$ cat src/rtl/core/bsa_pkg.sv
// Shared types and constants for the bitmap slab allocator.
// No dependencies.
`timescale 1ns / 1ps
package bsa_pkg;
  localparam int PAGE_SHIFT = 12;
  localparam int WORDS_PER_SLAB = 8;
  localparam int SLOTS_PER_SLAB = 512;

  localparam logic [1:0] ST_OK = 2'd0;
  localparam logic [1:0] ST_NOSLAB = 2'd1;
  localparam logic [1:0] ST_DOUBLE = 2'd2;
  localparam logic [1:0] ST_BADADDR = 2'd3;

  localparam logic CMD_ALLOC = 1'b0;
  localparam logic CMD_FREE = 1'b1;

  localparam logic [0:0] REG_OBJECT_SIZE = 1'b0;
  localparam logic [0:0] REG_BASE_PAGE = 1'b1;

  typedef enum logic [3:0] {
    S_IDLE, S_DERIVE, S_PICK, S_RDWORD, S_SCAN, S_OPEN, S_CLEAR,
    S_FCHK, S_FDIV, S_FRD, S_FTEST, S_DONE
  } state_t;

  // controller to datapath
  typedef struct packed {
    logic derive_start;
    logic derive_step;
    logic latch_in;
    logic pick;
    logic rd_word;
    logic scan_word;
    logic set_full;
    logic open_page;
    logic clear_word;
    logic div_start;
    logic div_step;
    logic rd_free;
    logic free_commit;
    logic [1:0] res_status;
    logic emit;
  } ctl_t;

  // datapath to controller
  typedef struct packed {
    logic derive_done;
    logic word_has_free;
    logic word_last;
    logic slabs_all_open;
    logic clear_done;
    logic free_bad;
    logic div_done;
    logic div_bad;
    logic slot_set;
  } sts_t;
endpackage

$ cat src/rtl/core/bsa_ctrl.sv
// Controller state machine of the bitmap slab allocator.
// Depends on bsa_pkg.
`timescale 1ns / 1ps
module bsa_ctrl (
  input  logic            clk,
  input  logic            rst,
  input  logic            start,
  input  logic            cmd,
  input  logic            cfg_size_we,
  input  bsa_pkg::sts_t   sts,
  output logic            busy,
  output bsa_pkg::ctl_t   ctl
);
  bsa_pkg::state_t state, state_next;

  always_ff @(posedge clk) begin
    if (rst) state <= bsa_pkg::S_DERIVE;
    else state <= state_next;
  end

  always_comb begin
    state_next = state;
    ctl = '0;
    busy = (state != bsa_pkg::S_IDLE);
    case (state)
      bsa_pkg::S_IDLE: begin
        if (cfg_size_we) begin
          ctl.derive_start = 1'b1;
          state_next = bsa_pkg::S_DERIVE;
        end else if (start) begin
          ctl.latch_in = 1'b1;
          state_next = (cmd == bsa_pkg::CMD_FREE) ? bsa_pkg::S_FCHK : bsa_pkg::S_PICK;
        end
      end
      bsa_pkg::S_DERIVE: begin
        ctl.derive_step = 1'b1;
        if (sts.derive_done) state_next = bsa_pkg::S_IDLE;
      end
      bsa_pkg::S_PICK: begin
        ctl.pick = 1'b1;
        state_next = bsa_pkg::S_RDWORD;
      end
      bsa_pkg::S_RDWORD: begin
        ctl.rd_word = 1'b1;
        state_next = bsa_pkg::S_SCAN;
      end
      bsa_pkg::S_SCAN: begin
        if (sts.word_has_free) begin
          ctl.scan_word = 1'b1;
          ctl.res_status = bsa_pkg::ST_OK;
          ctl.emit = 1'b1;
          state_next = bsa_pkg::S_DONE;
        end else if (!sts.word_last) begin
          ctl.scan_word = 1'b1;
          state_next = bsa_pkg::S_RDWORD;
        end else begin
          ctl.set_full = 1'b1;
          if (sts.slabs_all_open) begin
            ctl.res_status = bsa_pkg::ST_NOSLAB;
            ctl.emit = 1'b1;
            state_next = bsa_pkg::S_DONE;
          end else state_next = bsa_pkg::S_OPEN;
        end
      end
      bsa_pkg::S_OPEN: begin
        ctl.open_page = 1'b1;
        state_next = bsa_pkg::S_CLEAR;
      end
      bsa_pkg::S_CLEAR: begin
        ctl.clear_word = 1'b1;
        if (sts.clear_done) state_next = bsa_pkg::S_PICK;
      end
      bsa_pkg::S_FCHK: begin
        if (sts.free_bad) begin
          ctl.res_status = bsa_pkg::ST_BADADDR;
          ctl.emit = 1'b1;
          state_next = bsa_pkg::S_DONE;
        end else begin
          ctl.div_start = 1'b1;
          state_next = bsa_pkg::S_FDIV;
        end
      end
      bsa_pkg::S_FDIV: begin
        ctl.div_step = 1'b1;
        if (sts.div_done) state_next = bsa_pkg::S_FRD;
      end
      bsa_pkg::S_FRD: begin
        if (sts.div_bad) begin
          ctl.res_status = bsa_pkg::ST_BADADDR;
          ctl.emit = 1'b1;
          state_next = bsa_pkg::S_DONE;
        end else begin
          ctl.rd_free = 1'b1;
          state_next = bsa_pkg::S_FTEST;
        end
      end
      bsa_pkg::S_FTEST: begin
        ctl.emit = 1'b1;
        if (sts.slot_set) begin
          ctl.free_commit = 1'b1;
          ctl.res_status = bsa_pkg::ST_OK;
        end else ctl.res_status = bsa_pkg::ST_DOUBLE;
        state_next = bsa_pkg::S_DONE;
      end
      bsa_pkg::S_DONE: state_next = bsa_pkg::S_IDLE;
      default: state_next = bsa_pkg::S_IDLE;
    endcase
  end
endmodule

$ cat config.mk
export PLATFORM = sky130hd
export DESIGN_NAME = bsa_ctrl
export DESIGN_NICKNAME = d
export VERILOG_FILES = /design/src/rtl/core/bsa_pkg.sv /design/src/rtl/core/bsa_ctrl.sv
export SDC_FILE = /design/constraint.sdc
export NUM_CORES = 1
export LEC_CHECK = 0
export BUFFER_PORTS_ARGS = -buffer_cell sky130_fd_sc_hd__buf_2
export CAP_MARGIN = 20
export CORE_AREA = 2 2 39 41
export CTS_BUF_LIST = sky130_fd_sc_hd__clkbuf_16
export DETAILED_ROUTE_END_ITERATION = 8
export DIE_AREA = 0 0 41 43
export HOLD_SLACK_MARGIN = 0.03
export PLACE_DENSITY_LB_ADDON = 0.3
export RECOVER_POWER = 25
export SLEW_MARGIN = 10
export SYNTH_ARGS = -nofsm -noshare
export SYNTH_HDL_FRONTEND = slang
export SYNTH_SLANG_ARGS = --single-unit
$ cat constraint.sdc
create_clock -name clk -period 2.86 [get_ports clk]
set_input_delay 0.286 -clock clk [delete_from_list [all_inputs] [get_ports clk]]
set_output_delay 0.286 -clock clk [all_outputs]
set_load 0.005 [all_outputs]
==> results of run 1 <==
==> Yosys cell counts (4+ instances only) <==
master / number / share of area (%)
a211oi_1: 5 / 6.7
a21oi_1: 5 / 4.5
buf_2: 4 / 3.6
dfxtp_1: 4 / 14
inv_1: 4 / 2.7
nand2_1: 5 / 3.4
nand2b_1: 5 / 5.6
nor2_1: 10 / 6.7
nor3_1: 10 / 8.9
o21ai_0: 4 / 3.6
==> power breakdown <==
part           internal (mW)  switching (mW)  leakage [nW]
Combinational         0.0258          0.0293         0.280
Clock                  0.178          0.0347        0.0370
Sequential            0.0587          0.0116        0.0326
==> final timing paths <==
path                         start               endpoint  cells past startpoint
max reg2reg  state[0]$_SDFFE_PP1P_  state[1]$_SDFFE_PP0P_                      4
min reg2reg  state[3]$_SDFFE_PP0P_  state[3]$_SDFFE_PP0P_                      2
min                            rst  state[2]$_SDFFE_PP0P_                      2
max          state[2]$_SDFFE_PP0P_                 ctl[1]                      5
==> through the flow <==
stage	cell area (µm²)	cells	hold WS (ns)
floorplan	559	83	0.355
global placement	683	122	0.507
detailed placement	683	122	0.515
CTS	758	125	0.289
global route	754	125	0.305
finish	754	125	0.287
==> cells by family (layout without fill, tap and decap cells) <==
group | Yosys count | count (layout) | share of synthesized area, %
buffers and inverters | 11 | 37 | 11.0
AND/OR/NAND/NOR | 43 | 43 | 44.3
AO/OA/AOI/OAI | 25 | 25 | 30.4
flip-flops | 4 | 4 | 14.3
==> worst reg2reg max path, stage by stage, from the launching register on <==
cell	delay, ns
dfxtp_1	0.69
nand2b_1	0.26
o21ba_2	0.26
a22o_1	0.20
a211oi_1	0.22
==> per-layer routing <==
metal	up-vias	routed length [µm]	global-route usage [%]
li1	363	-	-
met1	301	671	26.7
met2	19	676	23.4
met3	0	70	1.57
met4	0	0	8.00
met5	-	0	0
==> cell type report <==
class / count / area [µm²] / share of cell area [%]
Timing Repair Buffer: 30 / 150 / 19.9
Multi-Input combinational cell: 68 / 414 / 54.9
Inverter: 4 / 15.0 / 1.99
Sequential cell: 4 / 80.1 / 10.6
Clock buffer: 3 / 75.1 / 9.95
Tap cell: 16 / 20.0 / 2.65
==> impl_metrics.yaml, run 1 <==
critical_path:
  cpPeakStageDelay_ns: 0.69
  crit_chain: "or4b_4, nor2_1, nand2_1, nand2_1, buf_2"
  cp_top_family: "simple AND/OR/NAND/NOR gates"
  start_kind: "register"
  crit_slowest_cell: "dfxtp_1"
  rrSetupSlack_ns: 1.15
  cp_num_buf_inv: 1
  cp_data_arrival_time_ns: 1.86
  worst-setup-path-type: "reg -> out"
  crit_fanout: 22
  crit_path_frequent_cell: "nand2_1"
  worstSetupEndpointType: "output port"
  cp.required_ns: 2.57
logic_synthesis:
  ys_seq_elements: 4
  synth.distinct_cells: 33
  synthFlopType: "dfxtp_1"
  synth_fp_nets: 97
  syn_area_um2: 559
  synth_edf_count: 0
  syn_inst: 83
  yosysWarnings: 0
  ys_async_sr_fraction_pct: 0
  yosysSeqAreaShare_pct: 14.3
  avgSynthCellArea_um2: 6.74
sta:
  hold_viol_final: 0
  drv_slew: 0
  setup_viol: 0
  relSlewSlack_pct: 59.8
  worst_pin_slew_ns: 0.602
  rsz0062_at_grt: "no"
  skew_ns: 0.000794
  finalSetupTns_ns: 0
  min_period_ns: 2.15
  setup_ws_ns: 0.714
  finalCritPeriodShare_pct: 75.0
  fmax_ghz: 0.466
clock_network:
  cts-buffers-inserted: 3
  cts_resized: 0
  cts_hold_buffers: 0
  htree_num_levels: 1
  ctsLongestPathBuffers: 2
  clockRootBuffer: "clkbuf_16"
  clkTransAtPathRegs_ns: 0.03
  clkSinkCount: 4
  clock_latency_ns: 0.22
  post_cts_buffers: 0
  cts_tree: "built"
routing:
  wl_per_cell_um: 11.4
  drt_iter0_drc: 21
  dr.pass1.iters: 5
  vias_per_cell: 5.46
  drtAntennaViolNets: 0
  drt-total-wl_mm: 1.42
  vias: 683
  drc_errors: 0
die:
  row_count: 14
  coreArea_mm2: 0.00138
  die_h_um: 43
  die_area_mm2: 0.00176
  initial_core_util_pct: 40.4
  die_x_um: 41
  io_pins: 31
pwr:
  p_per_area_mw_per_mm2: 449
  p_leak_nw: 0.350
  p_total_uw: 338
  ir_drop_mv: 0.443
cells_and_area:
  layout_commonest_cell: "buf_2"
  final_cell_mix: "29 x buf_2, 10 x nor3_1, 10 x nor2_1"
  num_antenna_cells: 0
  top_register: "state"
  largest_register_ffs: 4
  layout-drive-gt1-share_pct: 33.9
  utilization_pct: 54.5
  nNetsFinal: 125
  fill_cells: 138
  largest_registers: "state x4"
  area_delta_synth_final_pct: 34.9
global_route:
  grt_remaining_overflow: 0
  antenna_found_initial: 0
  grt_use_total_pct: 17.4
  grt_pass1_vias: 508
  grt_max_degree: 23
  grt_pass1_wl_mm: 2.14
flow_run:
  drv_cap: 0
placed_design:
  gp_congestion: 0.761
  pre_cts_ws_ns: 0.953
  dp_hpwl_mm: 1.06
  port_buffers: 30
worst_hold_path:
  hold_class: "in -> reg"
outcome:
  status: "finished, final reports clean"
Power figures use the tool's default switching activity.
==> run 2, diff against run 1 <==
--- a/config.mk
+++ b/config.mk
@@ -7,10 +7,10 @@
 export LEC_CHECK = 0
 export BUFFER_PORTS_ARGS = -buffer_cell sky130_fd_sc_hd__buf_2
 export CAP_MARGIN = 20
-export CORE_AREA = 2 2 39 41
+export CORE_MARGIN = 2
+export CORE_UTILIZATION = 42
 export CTS_BUF_LIST = sky130_fd_sc_hd__clkbuf_16
 export DETAILED_ROUTE_END_ITERATION = 8
-export DIE_AREA = 0 0 41 43
 export HOLD_SLACK_MARGIN = 0.03
 export PLACE_DENSITY_LB_ADDON = 0.3
 export RECOVER_POWER = 25
==> constraint.sdc (replaced) <==
create_clock -name clk -period 2.2 [get_ports clk]
set_input_delay 0.22 -clock clk [delete_from_list [all_inputs] [get_ports clk]]
set_output_delay 0.22 -clock clk [all_outputs]
set_load 0.005 [all_outputs]
==> impl_metrics.yaml, run 2 (same netlist as run 1, synthesis figures left out) <==
routing:
  drt-total-wl_mm: 1.45
  vias_per_cell: 5.58
  drc_errors: 0
  drtAntennaViolNets: 0
  vias: 698
  dr.pass1.iters: 4
  drt_iter0_drc: 18
  wl_per_cell_um: 11.6
global_route:
  grt_pass1_wl_mm: 2.24
  antenna_found_initial: 0
  grt_pass1_vias: 558
  grt_remaining_overflow: 0
  grt_max_degree: 22
  grt_use_total_pct: 20.0
cells_and_area:
  nNetsFinal: 126
  final_area_um2: 758
  largest_register_ffs: 4
  final_cell_mix: "28 x buf_2, 10 x nor3_1, 10 x nor2_1"
  largest_registers: "state x4"
  area_delta_synth_final_pct: 35.6
  num_antenna_cells: 0
  top_register: "state"
  layout-drive-gt1-share_pct: 32.7
  layout_commonest_cell: "buf_2"
sta:
  setup_viol: 0
  min_period_ns: 1.98
  fmax_ghz: 0.505
  drv_slew: 0
  relSlewSlack_pct: 59.3
  worst_pin_slew_ns: 0.609
  skew_ns: 0.00170
  hold_viol_final: 0
  finalSetupTns_ns: 0
  finalCritPeriodShare_pct: 90.0
  rsz0062_at_grt: "no"
die:
  io_pins: 31
  coreArea_mm2: 0.00127
  initial_core_util_pct: 44.1
  die_area_mm2: 0.00164
  die_h_um: 40.5
  row_count: 13
  die_x_um: 40.5
clock_network:
  clkSinkCount: 4
  cts_hold_buffers: 0
  post_cts_buffers: 0
  htree_num_levels: 1
  cts_tree: "built"
  cts-buffers-inserted: 3
  clock_latency_ns: 0.22
  clkTransAtPathRegs_ns: 0.03
  ctsLongestPathBuffers: 2
  cts_resized: 0
  clockRootBuffer: "clkbuf_16"
critical_path:
  timing.rr.end: "state[1]$_SDFFE_PP0P_"
  cp_data_arrival_time_ns: 1.76
  start_kind: "register"
  worstSetupEndpointType: "output port"
  cp.required_ns: 1.98
  worstReg2RegStart: "state[0]$_SDFFE_PP1P_"
  crit_fanout: 18
  cp-startpoint: "state[3]$_SDFFE_PP0P_"
  endpoint: "ctl[0]"
  worstRegToRegCells: 4
  worst-setup-path-type: "reg -> out"
  rrSetupSlack_ns: 0.50
placed_design:
  place_area_um2: 689
  dp_hpwl_mm: 1.10
  port_buffers: 30
  gp_congestion: 0.816
flow_run:
  drv_cap: 0
pwr:
  p_per_area_mw_per_mm2: 586
  ir_drop_mv: 0.578
  p_leak_nw: 0.348
  p_total_uw: 445
outcome:
  status: "finished, final reports clean"
worst_hold_path:
  hold_class: "in -> reg"
## run 2: cell type report
| cell class | count | area [µm²] |
|---|---|---|
| clock buffers | 3 | 75.1 |
| flip-flops and latches | 4 | 80.1 |
| multi-input cells | 68 | 414 |
| inverters | 4 | 15.0 |
| well taps | 15 | 18.8 |
| fillers | 131 | 510 |
| repair buffers | 31 | 155 |
## run 2: where the power goes
part | internal, mW | switching [mW] | total, mW
logic | 0.0341 | 0.0395 | 0.0736
registers | 0.0764 | 0.0144 | 0.0908
clock network | 0.232 | 0.0482 | 0.280
total | 0.342 | 0.102 | 0.445
## run 2: critical path, stage by stage, from the launching register on
cell and delay, ns:
dfxtp_1 0.64, nand2b_1 0.18, o32ai_1 0.32, nand2_1 0.15, o211ai_1 0.12, buf_2 0.13
## run 2: per-layer routing
layer | wire, µm | track usage (%)
met1 | 694 | 26.6
met2 | 693 | 33.7
met3 | 63 | 1.67
met4 | 0 | 5.83
met5 | 0 | 0
## run 2: per-stage QoR
stage / hold slack [ns] / utilization [%] / instances / setup slack (ns)
finish: 0.221 / 59.8 / 125 / 0.220
global placement: 0.439 / 54.3 / 122 / 0.445
detailed placement: 0.448 / 54.3 / 122 / 0.451
global route: 0.239 / 59.8 / 125 / 0.0499
CTS: 0.220 / 60.3 / 125 / 0.215
floorplan: 0.289 / - / 83 / 0.718
## run 2: how the worst min path moves through the flow
stage / slack [ns] / end / startpoint / cells after the start
6_report: 0.22 / state[2]$_SDFFE_PP0P_ / rst / 2
2_1_floorplan: 0.29 / state[3]$_SDFFE_PP0P_ / rst / 1
4_1_cts: 0.22 / state[3]$_SDFFE_PP0P_ / rst / 2
3_5_place_dp: 0.45 / state[3]$_SDFFE_PP0P_ / rst / 2
3_3_place_gp: 0.44 / state[3]$_SDFFE_PP0P_ / rst / 2
5_1_grt: 0.24 / state[3]$_SDFFE_PP0P_ / rst / 2
==> run 3, diff against run 2 <==
--- a/config.mk
+++ b/config.mk
@@ -8,7 +8,7 @@
 export BUFFER_PORTS_ARGS = -buffer_cell sky130_fd_sc_hd__buf_2
 export CAP_MARGIN = 20
 export CORE_MARGIN = 2
-export CORE_UTILIZATION = 42
+export CORE_UTILIZATION = 38
 export CTS_BUF_LIST = sky130_fd_sc_hd__clkbuf_16
 export DETAILED_ROUTE_END_ITERATION = 8
 export HOLD_SLACK_MARGIN = 0.03
==> constraint.sdc (replaced) <==
create_clock -name clk -period 1.8 [get_ports clk]
set_input_delay 0.18 -clock clk [delete_from_list [all_inputs] [get_ports clk]]
set_output_delay 0.18 -clock clk [all_outputs]
set_load 0.005 [all_outputs]
==> impl_metrics.yaml, run 3 (same netlist as run 1, synthesis figures left out) <==
routing:
  drtAntennaViolNets: 0
  drc_errors: 0
  wl_per_cell_um: 13.3
  vias: 721
  drt-total-wl_mm: 1.72
  vias_per_cell: 5.55
  dr.pass1.iters: 4
  drt_iter0_drc: 28
critical_path:
  cp_num_buf_inv: 1
  rrSetupSlack_ns: 0.23
  crit_fanout: 8
  cp.required_ns: 1.62
  crit_slowest_cell: "or4b_4"
  start_kind: "register"
  worstSetupEndpointType: "output port"
  cpPeakStageDelay_ns: 0.57
  worstRegToRegCells: 5
  cp_data_arrival_time_ns: 1.54
  cp_top_family: "simple AND/OR/NAND/NOR gates"
  crit_path_frequent_cell: "nand2_1"
  crit_chain: "or4b_4, nor2_1, nand2_1, nand2_1, buf_2"
  worst-setup-path-type: "reg -> out"
  timing.rr.end: "state[2]$_SDFFE_PP0P_"
  worstReg2RegStart: "state[2]$_SDFFE_PP0P_"
clock_network:
  clkTransAtPathRegs_ns: 0.03
  clock_latency_ns: 0.23
  ctsLongestPathBuffers: 2
  post_cts_buffers: 0
  cts_tree: "built"
  clockRootBuffer: "clkbuf_16"
  cts-buffers-inserted: 3
  htree_num_levels: 1
  cts_hold_buffers: 0
  clkSinkCount: 4
cells_and_area:
  nNetsFinal: 131
  largest_register_ffs: 4
  fill_cells: 130
  area_delta_synth_final_pct: 44.7
  num_antenna_cells: 0
  layout-drive-gt1-share_pct: 39.1
  top_register: "state"
  layout_commonest_cell: "buf_2"
  utilization_pct: 60.7
  final_cell_mix: "27 x buf_2, 10 x nor3_1, 10 x nor2_1, 6 x buf_4"
  largest_registers: "state x4"
global_route:
  grt_use_met2_pct: 32.9
  grt_pass1_vias: 610
  grt_remaining_overflow: 0
  grt_pass1_wl_mm: 2.69
  grt_max_degree: 20
  grt_use_total_pct: 19.3
  grt_use_met1_pct: 24.4
  antenna_found_initial: 0
  use_met3_pct: 5.17
  globalRoute.busiestLayer: "met2"
sta:
  hold_viol_final: 0
  worst_pin_slew_ns: 0.433
  setup_ws_ns: 0.0841
  finalSetupTns_ns: 0
  finalCritPeriodShare_pct: 95.3
  rsz0062_at_grt: "no"
  drv_slew: 0
  skew_ns: 0.00300
  fmax_ghz: 0.583
  min_period_ns: 1.72
  relSlewSlack_pct: 70.8
  setup_viol: 0
die:
  io_pins: 31
  die_x_um: 42.4
  die_h_um: 42.4
  row_count: 13
  die_area_mm2: 0.00179
  coreArea_mm2: 0.00133
  initial_core_util_pct: 41.9
placed_design:
  dp_hpwl_mm: 1.28
  gp_congestion: 0.871
  pre_cts_ws_ns: 0.213
  port_buffers: 30
flow_run:
  drv_cap: 0
worst_hold_path:
  min_path_cells: 2
  whs_endpoint: "state[3]$_SDFFE_PP0P_"
  min_from: "rst"
  hold_class: "in -> reg"
outcome:
  status: "finished, final reports clean"
pwr:
  p_leak_nw: 0.373
  p_sw_uw: 140
  seqPwrFrac_pct: 18.9
  netSwitchingFraction_pct: 24.7
  ir_drop_mv: 0.739
  clkPwrFrac_pct: 62.3
  pwr-share-comb_pct: 18.7
  p_int_uw: 428
  p_per_area_mw_per_mm2: 702
## run 3: cell types whose count changed in the layout (fill, tap and decap cells not counted), sizes merged
| cell | delta |
|---|---|
| clkbuf | +1 |
| buf | +4 |
## run 3: final cells by class
class	count	area (µm²)	area share, %
flip-flops and latches	4	83.8	10.4
multi-input cells	68	425	52.6
clock buffers	3	75.1	9.27
repair buffers	36	191	23.6
well taps	15	18.8	2.32
inverters	4	15.0	1.85
## run 3: how the worst max path moves through the flow
stage,from,end,cells past startpoint
after CTS,state[0]$_SDFFE_PP1P_,ctl[1],5
after global placement,state[2]$_SDFFE_PP0P_,state[2]$_SDFFE_PP0P_,5
after floorplan,state[1]$_SDFFE_PP0P_,ctl[1],5
after detailed placement,state[3]$_SDFFE_PP0P_,ctl[0],5
final,state[1]$_SDFFE_PP0P_,ctl[1],5
after global routing,state[0]$_SDFFE_PP1P_,ctl[1],5
## run 3: stage by stage
step | power (mW) | std cells | cell area (µm²) | hold WS (ns)
floorplan | 0.168 | 83 | 559 | 0.249
global placement | 0.210 | 127 | 727 | 0.404
detailed placement | 0.211 | 127 | 727 | 0.409
CTS | 0.566 | 130 | 803 | 0.171
global route | 0.589 | 130 | 810 | 0.183
finish | 0.568 | 130 | 810 | 0.170
## run 3: what timing repair did
action	4_1_cts	5_1_grt
endpoints found under the hold margin	0	0
gates cloned	0	0
pin swaps	0	0
setup endpoints to repair	2	5
gates resized for setup	1	3
## run 3: power groups by stage
stage / logic (mW) / registers, mW / clock network, mW
6_report: 0.106 / 0.107 / 0.354
4_1_cts: 0.105 / 0.106 / 0.355
5_1_grt: 0.117 / 0.109 / 0.363
3_3_place_gp: 0.103 / 0.107 / 0
3_5_place_dp: 0.104 / 0.107 / 0
2_1_floorplan: 0.0708 / 0.0968 / 0
## run 3: metal layers
layer / share of wire, % / up-vias
li1: - / 369
met1: 45 / 317
met4: 0.81 / 0
met5: 0 / -
met2: 47 / 32
met3: 7.4 / 3
